## src/hw/rtl/mpq_pkg.sv

```systemverilog
`timescale 1ns / 1ps
// ----------------------------------------------------------------------------
// mpq_pkg: shared types and constants of the min-heap priority queue
// Action and status codes, fixed field widths, controller states.
// ----------------------------------------------------------------------------
package mpq_pkg;

  // default sizing
  localparam int DEF_CAPACITY  = 64;
  localparam int DEF_KEY_WIDTH = 16;
  localparam int DEF_ID_WIDTH  = 16;

  // fixed field widths of the channels
  localparam int ACT_W  = 2;
  localparam int TAG_W  = 16;
  localparam int PRIO_W = 16;
  localparam int STAT_W = 2;
  localparam int CNT_W  = 7;

  typedef enum logic [ACT_W-1:0] {
    ACT_INSERT  = 2'd0,
    ACT_EXTRACT = 2'd1,
    ACT_REMOVE  = 2'd2
  } action_e;

  typedef enum logic [STAT_W-1:0] {
    STS_OK        = 2'd0,
    STS_FULL      = 2'd1,
    STS_EMPTY     = 2'd2,
    STS_NOT_FOUND = 2'd3
  } status_e;

  typedef enum logic [3:0] {
    ST_IDLE,
    ST_EX_ROOT,
    ST_LOAD,
    ST_SCAN,
    ST_UP_RD,
    ST_UP_CK,
    ST_DN_RD,
    ST_DN_L,
    ST_DN_R,
    ST_FIN,
    ST_RESP
  } state_e;

endpackage

```

## src/hw/rtl/mpq_if.sv

```systemverilog
`timescale 1ns / 1ps
// ----------------------------------------------------------------------------
// mpq_if: request and response channels of the priority queue
// Valid/ready channels; a beat moves when valid and ready are both high.
// ----------------------------------------------------------------------------
interface mpq_req_if;
  import mpq_pkg::*;

  logic              valid;
  logic              ready;
  logic [ACT_W-1:0]  action;
  logic [TAG_W-1:0]  item_id;
  logic [PRIO_W-1:0] item_key;

  modport source (output valid, output action, output item_id, output item_key,
                  input ready);
  modport sink   (input valid, input action, input item_id, input item_key,
                  output ready);
endinterface

interface mpq_rsp_if;
  import mpq_pkg::*;

  logic              valid;
  logic              ready;
  logic [TAG_W-1:0]  out_id;
  logic [PRIO_W-1:0] out_key;
  logic [STAT_W-1:0] status;
  logic [CNT_W-1:0]  entry_count;

  modport source (output valid, output out_id, output out_key, output status,
                  output entry_count, input ready);
  modport sink   (input valid, input out_id, input out_key, input status,
                  input entry_count, output ready);
endinterface

```

## src/hw/rtl/min_heap_priority_queue.sv

```systemverilog
`timescale 1ns / 1ps
// ----------------------------------------------------------------------------
// min_heap_priority_queue: binary min-heap of (id, key) entries
// Insert, extract-minimum and remove-by-id over a heap held in one memory.
// ----------------------------------------------------------------------------
// Usage:
//   req_i carries one action per beat (insert, extract minimum, remove by id);
//   rsp_o returns exactly one beat per request with the extracted entry, a
//   status code and the entry count after the action.
//   One request is worked at a time; req_i.ready is high while the controller
//   is idle, also while an earlier response still waits in the output register.
//   The work is paced by the entry memory, one read per cycle: an insert
//   climbs levels, an extract descends them, and a remove scans the held
//   entries, then sifts up and down.
//   Reset empties the heap at once; no clearing pass runs, since only held
//   entries are ever read.
//   When the receiver stalls, a finished response holds in the output register;
//   the controller waits only while an earlier response still holds it.
// ----------------------------------------------------------------------------
module min_heap_priority_queue #(
  parameter int CAPACITY  = mpq_pkg::DEF_CAPACITY,
  parameter int KEY_WIDTH = mpq_pkg::DEF_KEY_WIDTH,
  parameter int ID_WIDTH  = mpq_pkg::DEF_ID_WIDTH
) (
  input  logic     clk_i,
  input  logic     rst_ni,
  mpq_req_if.sink   req_i,
  mpq_rsp_if.source rsp_o
);
  import mpq_pkg::*;

  localparam int AW = $clog2(CAPACITY);
  localparam int CW = $clog2(CAPACITY + 1);
  localparam int XW = AW + 2;
  localparam int EW = ID_WIDTH + KEY_WIDTH;

  state_e state_q, state_d;

  logic [AW-1:0]        pos_q, pos_d;
  logic [CW-1:0]        fill_q, fill_d;
  logic [CW-1:0]        scan_q, scan_d;
  logic [AW-1:0]        chk_q, chk_d;
  logic                 pend_q, pend_d;
  logic                 mode_q, mode_d;
  logic [ID_WIDTH-1:0]  tag_q, tag_d;
  logic [ID_WIDTH-1:0]  ent_id_q, ent_id_d;
  logic [KEY_WIDTH-1:0] ent_key_q, ent_key_d;
  logic [ID_WIDTH-1:0]  lid_q, lid_d;
  logic [KEY_WIDTH-1:0] lkey_q, lkey_d;
  logic [ID_WIDTH-1:0]  rid_q, rid_d;
  logic [KEY_WIDTH-1:0] rkey_q, rkey_d;
  status_e              sts_q, sts_d;

  logic              out_vld_q, out_vld_d;
  logic [TAG_W-1:0]  out_id_q, out_id_d;
  logic [PRIO_W-1:0] out_key_q, out_key_d;
  logic [STAT_W-1:0] out_sts_q, out_sts_d;
  logic [CNT_W-1:0]  out_cnt_q, out_cnt_d;

  logic          mem_we, mem_re;
  logic [AW-1:0] mem_waddr, mem_raddr;
  logic [EW-1:0] mem_wdata, mem_rdata;

  mpq_mem #(
    .Depth (CAPACITY),
    .Width (EW)
  ) u_mem (
    .clk_i   (clk_i),
    .we_i    (mem_we),
    .waddr_i (mem_waddr),
    .wdata_i (mem_wdata),
    .re_i    (mem_re),
    .raddr_i (mem_raddr),
    .rdata_o (mem_rdata)
  );

  // shared decode
  logic                 in_fire, out_free;
  action_e              act;
  logic                 full, empty;
  logic [ID_WIDTH-1:0]  rd_id;
  logic [KEY_WIDTH-1:0] rd_key;
  logic [AW-1:0]        parent;
  logic [XW-1:0]        lidx, ridx;
  logic                 has_l, has_r;
  logic                 up_move;
  logic                 hit, last_hit, scan_more;
  logic                 in_r, use_r, use_lreg, swap;
  logic [KEY_WIDTH-1:0] pick_key;
  logic [EW-1:0]        pick_data;
  logic [AW-1:0]        pick_idx;
  logic [CW-1:0]        fill_m1;

  assign in_fire   = req_i.valid && req_i.ready;
  assign out_free  = !out_vld_q || rsp_o.ready;
  assign act       = action_e'(req_i.action);
  assign full      = (fill_q == CW'(CAPACITY));
  assign empty     = (fill_q == '0);
  assign fill_m1   = fill_q - 1'b1;
  assign rd_key    = mem_rdata[KEY_WIDTH-1:0];
  assign rd_id     = mem_rdata[EW-1:KEY_WIDTH];
  assign parent    = (pos_q - 1'b1) >> 1;
  assign lidx      = {1'b0, pos_q, 1'b1};
  assign ridx      = lidx + 1'b1;
  assign has_l     = lidx < XW'(fill_q);
  assign has_r     = ridx < XW'(fill_q);
  assign up_move   = rd_key > ent_key_q;
  assign hit       = pend_q && (rd_id == tag_q);
  assign last_hit  = (CW'(chk_q) == fill_m1);
  assign scan_more = scan_q < fill_q;

  // child choice: right only when strictly smaller
  assign in_r      = (state_q == ST_DN_R);
  assign use_r     = in_r && (rd_key < lkey_q);
  assign use_lreg  = in_r && !use_r;
  assign pick_key  = use_lreg ? lkey_q : rd_key;
  assign pick_data = use_lreg ? {lid_q, lkey_q} : mem_rdata;
  assign pick_idx  = use_r ? ridx[AW-1:0] : lidx[AW-1:0];
  assign swap      = ent_key_q > pick_key;

  assign req_i.ready       = (state_q == ST_IDLE);
  assign rsp_o.valid       = out_vld_q;
  assign rsp_o.out_id      = out_id_q;
  assign rsp_o.out_key     = out_key_q;
  assign rsp_o.status      = out_sts_q;
  assign rsp_o.entry_count = out_cnt_q;

  // next state
  always_comb begin
    state_d = state_q;
    unique case (state_q)
      ST_IDLE: begin
        if (in_fire) begin
          unique case (act)
            ACT_INSERT:  state_d = full ? ST_RESP : ST_UP_RD;
            ACT_EXTRACT: state_d = empty ? ST_RESP : ST_EX_ROOT;
            ACT_REMOVE:  state_d = ST_SCAN;
            default:     state_d = ST_RESP;
          endcase
        end
      end
      ST_EX_ROOT: state_d = empty ? ST_RESP : ST_LOAD;
      ST_LOAD:    state_d = mode_q ? ST_UP_RD : ST_DN_RD;
      ST_SCAN: begin
        if (hit) begin
          state_d = last_hit ? ST_RESP : ST_LOAD;
        end else if (!scan_more) begin
          state_d = ST_RESP;
        end
      end
      ST_UP_RD: begin
        if (pos_q != '0) begin
          state_d = ST_UP_CK;
        end else begin
          state_d = mode_q ? ST_DN_RD : ST_FIN;
        end
      end
      ST_UP_CK: begin
        if (up_move) begin
          state_d = ST_UP_RD;
        end else begin
          state_d = mode_q ? ST_DN_RD : ST_FIN;
        end
      end
      ST_DN_RD: state_d = has_l ? ST_DN_L : ST_FIN;
      ST_DN_L: begin
        if (has_r) begin
          state_d = ST_DN_R;
        end else begin
          state_d = swap ? ST_DN_RD : ST_FIN;
        end
      end
      ST_DN_R: state_d = swap ? ST_DN_RD : ST_FIN;
      ST_FIN:  state_d = ST_RESP;
      ST_RESP: state_d = out_free ? ST_IDLE : ST_RESP;
      default: state_d = ST_IDLE;
    endcase
  end

  // datapath and memory control
  always_comb begin
    pos_d     = pos_q;
    fill_d    = fill_q;
    scan_d    = scan_q;
    chk_d     = chk_q;
    pend_d    = pend_q;
    mode_d    = mode_q;
    tag_d     = tag_q;
    ent_id_d  = ent_id_q;
    ent_key_d = ent_key_q;
    lid_d     = lid_q;
    lkey_d    = lkey_q;
    rid_d     = rid_q;
    rkey_d    = rkey_q;
    sts_d     = sts_q;
    out_vld_d = out_vld_q;
    out_id_d  = out_id_q;
    out_key_d = out_key_q;
    out_sts_d = out_sts_q;
    out_cnt_d = out_cnt_q;
    mem_we    = 1'b0;
    mem_waddr = pos_q;
    mem_wdata = {ent_id_q, ent_key_q};
    mem_re    = 1'b0;
    mem_raddr = '0;

    // response beat taken
    if (out_vld_q && rsp_o.ready) begin
      out_vld_d = 1'b0;
    end

    unique case (state_q)
      ST_IDLE: begin
        if (in_fire) begin
          rid_d  = '0;
          rkey_d = '0;
          sts_d  = STS_OK;
          tag_d  = ID_WIDTH'(req_i.item_id);
          mode_d = 1'b0;
          unique case (act)
            ACT_INSERT: begin
              if (full) begin
                sts_d = STS_FULL;
              end else begin
                ent_id_d  = ID_WIDTH'(req_i.item_id);
                ent_key_d = KEY_WIDTH'(req_i.item_key);
                pos_d     = fill_q[AW-1:0];
                fill_d    = fill_q + 1'b1;
              end
            end
            ACT_EXTRACT: begin
              if (empty) begin
                sts_d = STS_EMPTY;
              end else begin
                mem_re = 1'b1;
                pos_d  = '0;
                fill_d = fill_m1;
              end
            end
            ACT_REMOVE: begin
              scan_d = '0;
              pend_d = 1'b0;
              mode_d = 1'b1;
            end
            default: ;
          endcase
        end
      end
      ST_EX_ROOT: begin
        rid_d  = rd_id;
        rkey_d = rd_key;
        if (!empty) begin
          mem_re    = 1'b1;
          mem_raddr = fill_q[AW-1:0];
        end
      end
      ST_LOAD: begin
        ent_id_d  = rd_id;
        ent_key_d = rd_key;
      end
      ST_SCAN: begin
        if (hit) begin
          pos_d  = chk_q;
          fill_d = fill_m1;
          if (!last_hit) begin
            mem_re    = 1'b1;
            mem_raddr = fill_m1[AW-1:0];
          end
        end else if (scan_more) begin
          mem_re    = 1'b1;
          mem_raddr = scan_q[AW-1:0];
          chk_d     = scan_q[AW-1:0];
          pend_d    = 1'b1;
          scan_d    = scan_q + 1'b1;
        end else begin
          sts_d = STS_NOT_FOUND;
        end
      end
      ST_UP_RD: begin
        if (pos_q != '0) begin
          mem_re    = 1'b1;
          mem_raddr = parent;
        end
      end
      ST_UP_CK: begin
        // parent moves down into the hole
        if (up_move) begin
          mem_we    = 1'b1;
          mem_wdata = mem_rdata;
          pos_d     = parent;
        end
      end
      ST_DN_RD: begin
        if (has_l) begin
          mem_re    = 1'b1;
          mem_raddr = lidx[AW-1:0];
        end
      end
      ST_DN_L: begin
        lid_d  = rd_id;
        lkey_d = rd_key;
        if (has_r) begin
          mem_re    = 1'b1;
          mem_raddr = ridx[AW-1:0];
        end else if (swap) begin
          mem_we    = 1'b1;
          mem_wdata = pick_data;
          pos_d     = pick_idx;
        end
      end
      ST_DN_R: begin
        // chosen child moves up into the hole
        if (swap) begin
          mem_we    = 1'b1;
          mem_wdata = pick_data;
          pos_d     = pick_idx;
        end
      end
      ST_FIN: begin
        mem_we = 1'b1;
      end
      ST_RESP: begin
        if (out_free) begin
          out_vld_d = 1'b1;
          out_id_d  = TAG_W'(rid_q);
          out_key_d = PRIO_W'(rkey_q);
          out_sts_d = sts_q;
          out_cnt_d = CNT_W'(fill_q);
        end
      end
      default: ;
    endcase
  end

  // control registers
  always_ff @(posedge clk_i or negedge rst_ni) begin
    if (!rst_ni) begin
      state_q   <= ST_IDLE;
      fill_q    <= '0;
      out_vld_q <= 1'b0;
      pend_q    <= 1'b0;
      mode_q    <= 1'b0;
    end else begin
      state_q   <= state_d;
      fill_q    <= fill_d;
      out_vld_q <= out_vld_d;
      pend_q    <= pend_d;
      mode_q    <= mode_d;
    end
  end

  // payload registers
  always_ff @(posedge clk_i) begin
    pos_q     <= pos_d;
    scan_q    <= scan_d;
    chk_q     <= chk_d;
    tag_q     <= tag_d;
    ent_id_q  <= ent_id_d;
    ent_key_q <= ent_key_d;
    lid_q     <= lid_d;
    lkey_q    <= lkey_d;
    rid_q     <= rid_d;
    rkey_q    <= rkey_d;
    sts_q     <= sts_d;
    out_id_q  <= out_id_d;
    out_key_q <= out_key_d;
    out_sts_q <= out_sts_d;
    out_cnt_q <= out_cnt_d;
  end

endmodule

```

## src/hw/rtl/mpq_mem.sv

```systemverilog
`timescale 1ns / 1ps
// ----------------------------------------------------------------------------
// mpq_mem: heap entry storage
// One write port and one read port with registered read data.
// ----------------------------------------------------------------------------
module mpq_mem #(
  parameter int Depth = 64,
  parameter int Width = 32
) (
  input  logic                     clk_i,
  input  logic                     we_i,
  input  logic [$clog2(Depth)-1:0] waddr_i,
  input  logic [Width-1:0]         wdata_i,
  input  logic                     re_i,
  input  logic [$clog2(Depth)-1:0] raddr_i,
  output logic [Width-1:0]         rdata_o
);

  logic [Width-1:0] mem [Depth];

  // write port
  always_ff @(posedge clk_i) begin
    if (we_i) begin
      mem[waddr_i] <= wdata_i;
    end
  end

  // read port, registered read data
  always_ff @(posedge clk_i) begin
    if (re_i) begin
      rdata_o <= mem[raddr_i];
    end
  end

endmodule

```

## src/flat_wrapper.sv

```systemverilog
// flat-port wrapper written by rule: the top's interface ports become plain ports
module min_heap_priority_queue_flat import mpq_pkg::*;
#(
  parameter int CAPACITY  = mpq_pkg::DEF_CAPACITY,
  parameter int KEY_WIDTH = mpq_pkg::DEF_KEY_WIDTH,
  parameter int ID_WIDTH  = mpq_pkg::DEF_ID_WIDTH
)
  (clk_i, rst_ni, req_i_valid, req_i_action, req_i_item_id, req_i_item_key, req_i_ready, rsp_o_valid, rsp_o_out_id, rsp_o_out_key, rsp_o_status, rsp_o_entry_count, rsp_o_ready);
  mpq_req_if req_i_i ();
  mpq_rsp_if rsp_o_i ();
  input  logic clk_i;
  input  logic rst_ni;
  input wire logic [$bits(req_i_i.valid)-1:0] req_i_valid;
  input wire logic [$bits(req_i_i.action)-1:0] req_i_action;
  input wire logic [$bits(req_i_i.item_id)-1:0] req_i_item_id;
  input wire logic [$bits(req_i_i.item_key)-1:0] req_i_item_key;
  output wire logic [$bits(req_i_i.ready)-1:0] req_i_ready;
  output wire logic [$bits(rsp_o_i.valid)-1:0] rsp_o_valid;
  output wire logic [$bits(rsp_o_i.out_id)-1:0] rsp_o_out_id;
  output wire logic [$bits(rsp_o_i.out_key)-1:0] rsp_o_out_key;
  output wire logic [$bits(rsp_o_i.status)-1:0] rsp_o_status;
  output wire logic [$bits(rsp_o_i.entry_count)-1:0] rsp_o_entry_count;
  input wire logic [$bits(rsp_o_i.ready)-1:0] rsp_o_ready;
  assign req_i_i.valid = req_i_valid;
  assign req_i_i.action = req_i_action;
  assign req_i_i.item_id = req_i_item_id;
  assign req_i_i.item_key = req_i_item_key;
  assign req_i_ready = req_i_i.ready;
  assign rsp_o_valid = rsp_o_i.valid;
  assign rsp_o_out_id = rsp_o_i.out_id;
  assign rsp_o_out_key = rsp_o_i.out_key;
  assign rsp_o_status = rsp_o_i.status;
  assign rsp_o_entry_count = rsp_o_i.entry_count;
  assign rsp_o_i.ready = rsp_o_ready;
  min_heap_priority_queue #(.CAPACITY(CAPACITY), .KEY_WIDTH(KEY_WIDTH), .ID_WIDTH(ID_WIDTH)) u_core (.clk_i(clk_i), .rst_ni(rst_ni), .req_i(req_i_i), .rsp_o(rsp_o_i));
endmodule
```

## config.mk

```make
export PLATFORM = sky130hd
export DESIGN_NAME = min_heap_priority_queue_flat
export DESIGN_NICKNAME = d
export VERILOG_FILES = /design/src/hw/rtl/mpq_pkg.sv /design/src/hw/rtl/mpq_if.sv /design/src/hw/rtl/min_heap_priority_queue.sv /design/src/hw/rtl/mpq_mem.sv /design/src/flat_wrapper.sv
export SDC_FILE = /design/constraint.sdc
export NUM_CORES = 2
export LEC_CHECK = 0
export BUFFER_PORTS_ARGS = -buffer_cell sky130_fd_sc_hd__buf_4
export CORE_UTILIZATION = 40
export DETAILED_ROUTE_END_ITERATION = 16
export MAX_ROUTING_LAYER = met4
export SYNTH_ARGS = -nofsm -noshare
export SYNTH_HDL_FRONTEND = slang
export SYNTH_SLANG_ARGS = --single-unit
```

## constraint.sdc

```tcl
create_clock -name clk_i -period 10.3 [get_ports clk_i]
set_input_delay 0 -clock clk_i [delete_from_list [all_inputs] [get_ports clk_i]]
set_output_delay 0 -clock clk_i [all_outputs]
set_load 0.01 [all_outputs]
```

==> summary.md <==
| Metric | Value |
|---|---|
| I/O pin count | `81` |
| Worst-Margin Slew | `1.465 ns` |
| Worst Setup Path Type | `flip-flop to flip-flop` |
| Worst-path clk slew | `0.06 ns` |
| Post-Synth Adder-Cell Area | `0.009528` |
| FMAX | `130.8 MHz` |
| Rel. slew slack | `0.02361` |
| CP max FO | `33` |
| Final setup fails | `0` |
| Synth Area in Compound Gates | `0.06326` |
| Switching Share | `0.4082` |
| Via density | `5.761` |
| Cell variety after synth | `93` |
| Post-synthesis xor/xnor area fraction | `0.004469` |
| Nets | `6248` |
| ANT nets after route | `0` |
| Core ar. | `230800 um2` |
| Post-Synth Simple-Gate Area | `0.06708` |
| TritonCTS clock tree | `built` |
| Status | `finished clean` |
| Leakage | `38.43 nW` |
| Peak VDD IR | `0.0003277 V` |
| Number of synthesized register bits | `2268` |
| H-tree levels | `4` |
| Total Die Area | `235000 um2` |
| CP arrival | `7.98 ns` |
| Filler Cell Count | `19816` |
| IO buf count | `80` |
| Gr usage total | `0.2288` |
| Root buffer cell | `clkbuf_16` |
| Final period utilization | `0.7420` |
| Post-CTS sizing | `0` |
| Register area | `68040 um2` |
| Share of layout cells above drive strength 1 | `0.1377` |
| Die Width | `484.8 um` |
| GPL Wtd Cong | `0.9476` |
| Area Growth Syn to Fin | `13.79%` |
| Synth Instances | `5933` |
| CP required | `10.63 ns` |
| Seq/Total Area, Yosys | `0.7297` |
| Vias in the first global route | `51478` |
| Synthesized cell area | `93240 um2` |
| Clock tree sinks | `2268` |
| 1st-iter DRT viols | `6615` |
| Internal power | `21.14 mW` |
| Mux contribution to synthesized area | `0.1050` |
| Placement Setup Slack | `2.787 ns` |
| Cts bufs inserted | `224` |
| Setup TNS | `0 ns` |
| Hpwl dp | `158700 um` |
| Via count | `54006` |
| P per Cell Area | `336.7 nW/um2` |
| Most frequent cells in the layout | `edfxtp_1 (2254), mux2i_1 (817), nand2_1 (810)` |
| Final instance count without filler cells | `9374` |
| Pin count of the biggest net entering global routing | `144` |
| Drt total wl | `266100 um` |
| Critical Path Start Type | `flip-flop` |
| Rows | `176` |
| First-pass GRT wire length | `378800 um` |
| Mapped Nets | `6042` |
| Number of synthesized flops with an enable pin | `2254` |
| Mean Syn Cell Area | `15.72 um2` |
| RSZ-0062 raised after global routing | `false` |
| Die Ht | `484.8 um` |
| Avg WL per Cell | `28.39 um` |
| Worst Slack Setup Final | `2.657 ns` |
| Most common cell after layout, fill and taps aside | `edfxtp_1` |
| Max_cap viols | `0` |
| Worst skew pair latency | `0.89 ns` |
| Clock period minus worst slack | `7.643 ns` |
| Ys flop type | `edfxtp_1` |
| Setup crit end kind | `flip-flop` |
| Post-synth ARST share | `0.006173` |
| Count of pins over their slew limit | `0` |
| Final Hold Viols | `0` |
| Largest family of logic cells by synthesized area | `multiplexers` |
| P_sw | `14.58 mW` |
| Placed cell count | `8864` |
| Clock Path Buffers | `3` |
| Logic gate share of total power | `0.419` |
| Post-CTS Setup Bufs | `0` |
| GR Overflow Total | `0` |
| Seq pwr share | `0.354` |
| First-pass iteration count of the detailed router | `6` |
| Multi-input logic area | `23790 um2` |
| Clock Power Share | `0.227` |
| Initial antenna violation count | `11` |
| Syn. warnings | `0` |
| Fin Clk Skew | `0.04399 ns` |
| DR DRC count | `0` |
| Initial Utilization | `0.4040` |
| HP Class | `input pin to flip-flop` |
repair_timing:
action / 4_1_cts / 5_1_grt
hold buffers: 75 / 0
hold endpoints to repair: 176 / 0
setup endpoints to repair: 0 / 0
through the flow:
| stage | total power [mW] | hold slack (ns) | area, um2 | utilization |
|---|---|---|---|---|
| 2_1_floorplan | 21.50 | -0.2956 | 93240 | - |
| 3_3_place_gp | 27.52 | -0.1255 | 98050 | 0.4249 |
| 3_5_place_dp | 27.65 | -0.1288 | 98060 | 0.4249 |
| 4_1_cts | 35.74 | 0.06277 | 106100 | 0.4596 |
| 5_1_grt | 36.88 | 0.1306 | 106100 | 0.4596 |
| 6_report | 35.72 | 0.1592 | 106100 | 0.4597 |
sequential cells by signal, summed over array words and instances, names as in the netlist, 6 cells and up:
name	count
u_core.chk_q	6
u_core.ent_id_q	16
u_core.ent_key_q	16
u_core.fill_q	7
u_core.lid_q	16
u_core.lkey_q	16
u_core.mem_waddr	6
u_core.rid_q	16
u_core.rkey_q	16
u_core.rsp_o.entry_count	7
u_core.rsp_o.out_id	16
u_core.rsp_o.out_key	16
u_core.scan_q	7
u_core.tag_q	16
u_core.u_mem.mem	2048
u_core.u_mem.rdata_o	32
Yosys cell counts (12+ instances only):
cell | n | area, um2
a2111oi_0 | 21 | 183.9
o21ai_0 | 45 | 225.2
xnor2_1 | 19 | 166.4
xor2_1 | 26 | 227.7
a31oi_1 | 73 | 456.7
o22ai_1 | 27 | 168.9
a21o_1 | 82 | 615.6
a21oi_1 | 121 | 605.6
clkbuf_1 | 150 | 563.0
nand3_1 | 169 | 845.8
mux2_2 | 143 | 1610
a22oi_1 | 33 | 247.7
buf_1 | 32 | 120.1
o2111ai_1 | 84 | 735.7
edfxtp_1 | 2254 | 67680
a32oi_1 | 120 | 1051
and3_1 | 19 | 118.9
nand4b_1 | 32 | 280.3
and2_1 | 54 | 337.8
inv_1 | 64 | 240.2
dfrtp_1 | 14 | 350.3
nor2_1 | 65 | 244.0
nor3_1 | 81 | 405.4
a221o_1 | 32 | 320.3
ha_1 | 71 | 888.4
nor4_1 | 37 | 231.5
buf_2 | 138 | 690.7
or3_1 | 35 | 219.0
a211oi_1 | 48 | 360.4
mux2i_1 | 817 | 8178
buf_4 | 40 | 300.3
nand4_1 | 12 | 75.07
nand2_1 | 811 | 3044
layout make-up:
type,count,area share
Antenna cell,15,0.0003538
Clock buffer,271,0.05488
Clock inverter,149,0.01336
Inverter,64,0.002264
Multi-Input combinational cell,3237,0.2243
Sequential cell,2268,0.6412
Tap cell,3026,0.03568
Timing Repair Buffer,344,0.02795
power groups by stage:
stage | registers (mW) | logic, mW | clock network [mW]
after global routing | 12.7 | 15.6 | 8.55
final | 12.7 | 15.0 | 8.09
after floorplan | 12.6 | 8.90 | 0
after detailed placement | 12.8 | 14.8 | 0
after CTS | 12.6 | 14.9 | 8.21
after global placement | 12.8 | 14.7 | 0
per-layer routing:
| layer | GRT usage | wire [um] |
|---|---|---|
| met1 | 0.3177 | 113600 |
| met2 | 0.3394 | 120300 |
| met3 | 0.03694 | 22330 |
| met4 | 0.08284 | 9823 |
| met5 | - | 0 |
cells by family after synthesis:
logic type,after synthesis
compound gates,788
xor+xnor,46
fa+ha+maj,71
buf+inv,428
flops,2268
mux,960
simple gates,1372
worst max-delay path: stages (launching register included):
cell and delay, ns:
edfxtp_1 0.77, nand3_2 0.72, o21ai_0 0.34, o21ai_0 0.14, ha_1 0.37, a21oi_1 0.27
and2_0 0.33, nand3_1 0.13, o21bai_2 0.65, nor2_8 0.26, nor2_4 0.41, buf_4 0.46
a32oi_1 0.33, o2111ai_1 0.91, o2111ai_1 0.88
worst paths after layout:
check | from | to | slack [ns] | depth (start not counted)
min in group asynchronous | rst_ni | u_core.fill_q[4]$_DFFE_PN0P_ | 0.25 | 3
setup reg to reg | u_core.mem_waddr[2]$_DFFE_PP_ | u_core.u_mem.rdata_o[2]$_DFFE_PP_ | 2.66 | 14
setup / recovery | u_core.mem_waddr[2]$_DFFE_PP_ | u_core.u_mem.rdata_o[2]$_DFFE_PP_ | 2.66 | 14
hold / removal | req_i_action[0] | u_core.sts_q[0]$_SDFFCE_PP1P_ | 0.16 | 4
hold reg to reg | u_core.rid_q[9]$_SDFFCE_PN0P_ | u_core.rsp_o.out_id[9]$_DFFE_PP_ | 0.42 | 0
max in group asynchronous | rst_ni | u_core.state_q[0]$_DFFE_PN0P_ | 9.59 | 3
Note: power is estimated with default switching activity, not from simulation.
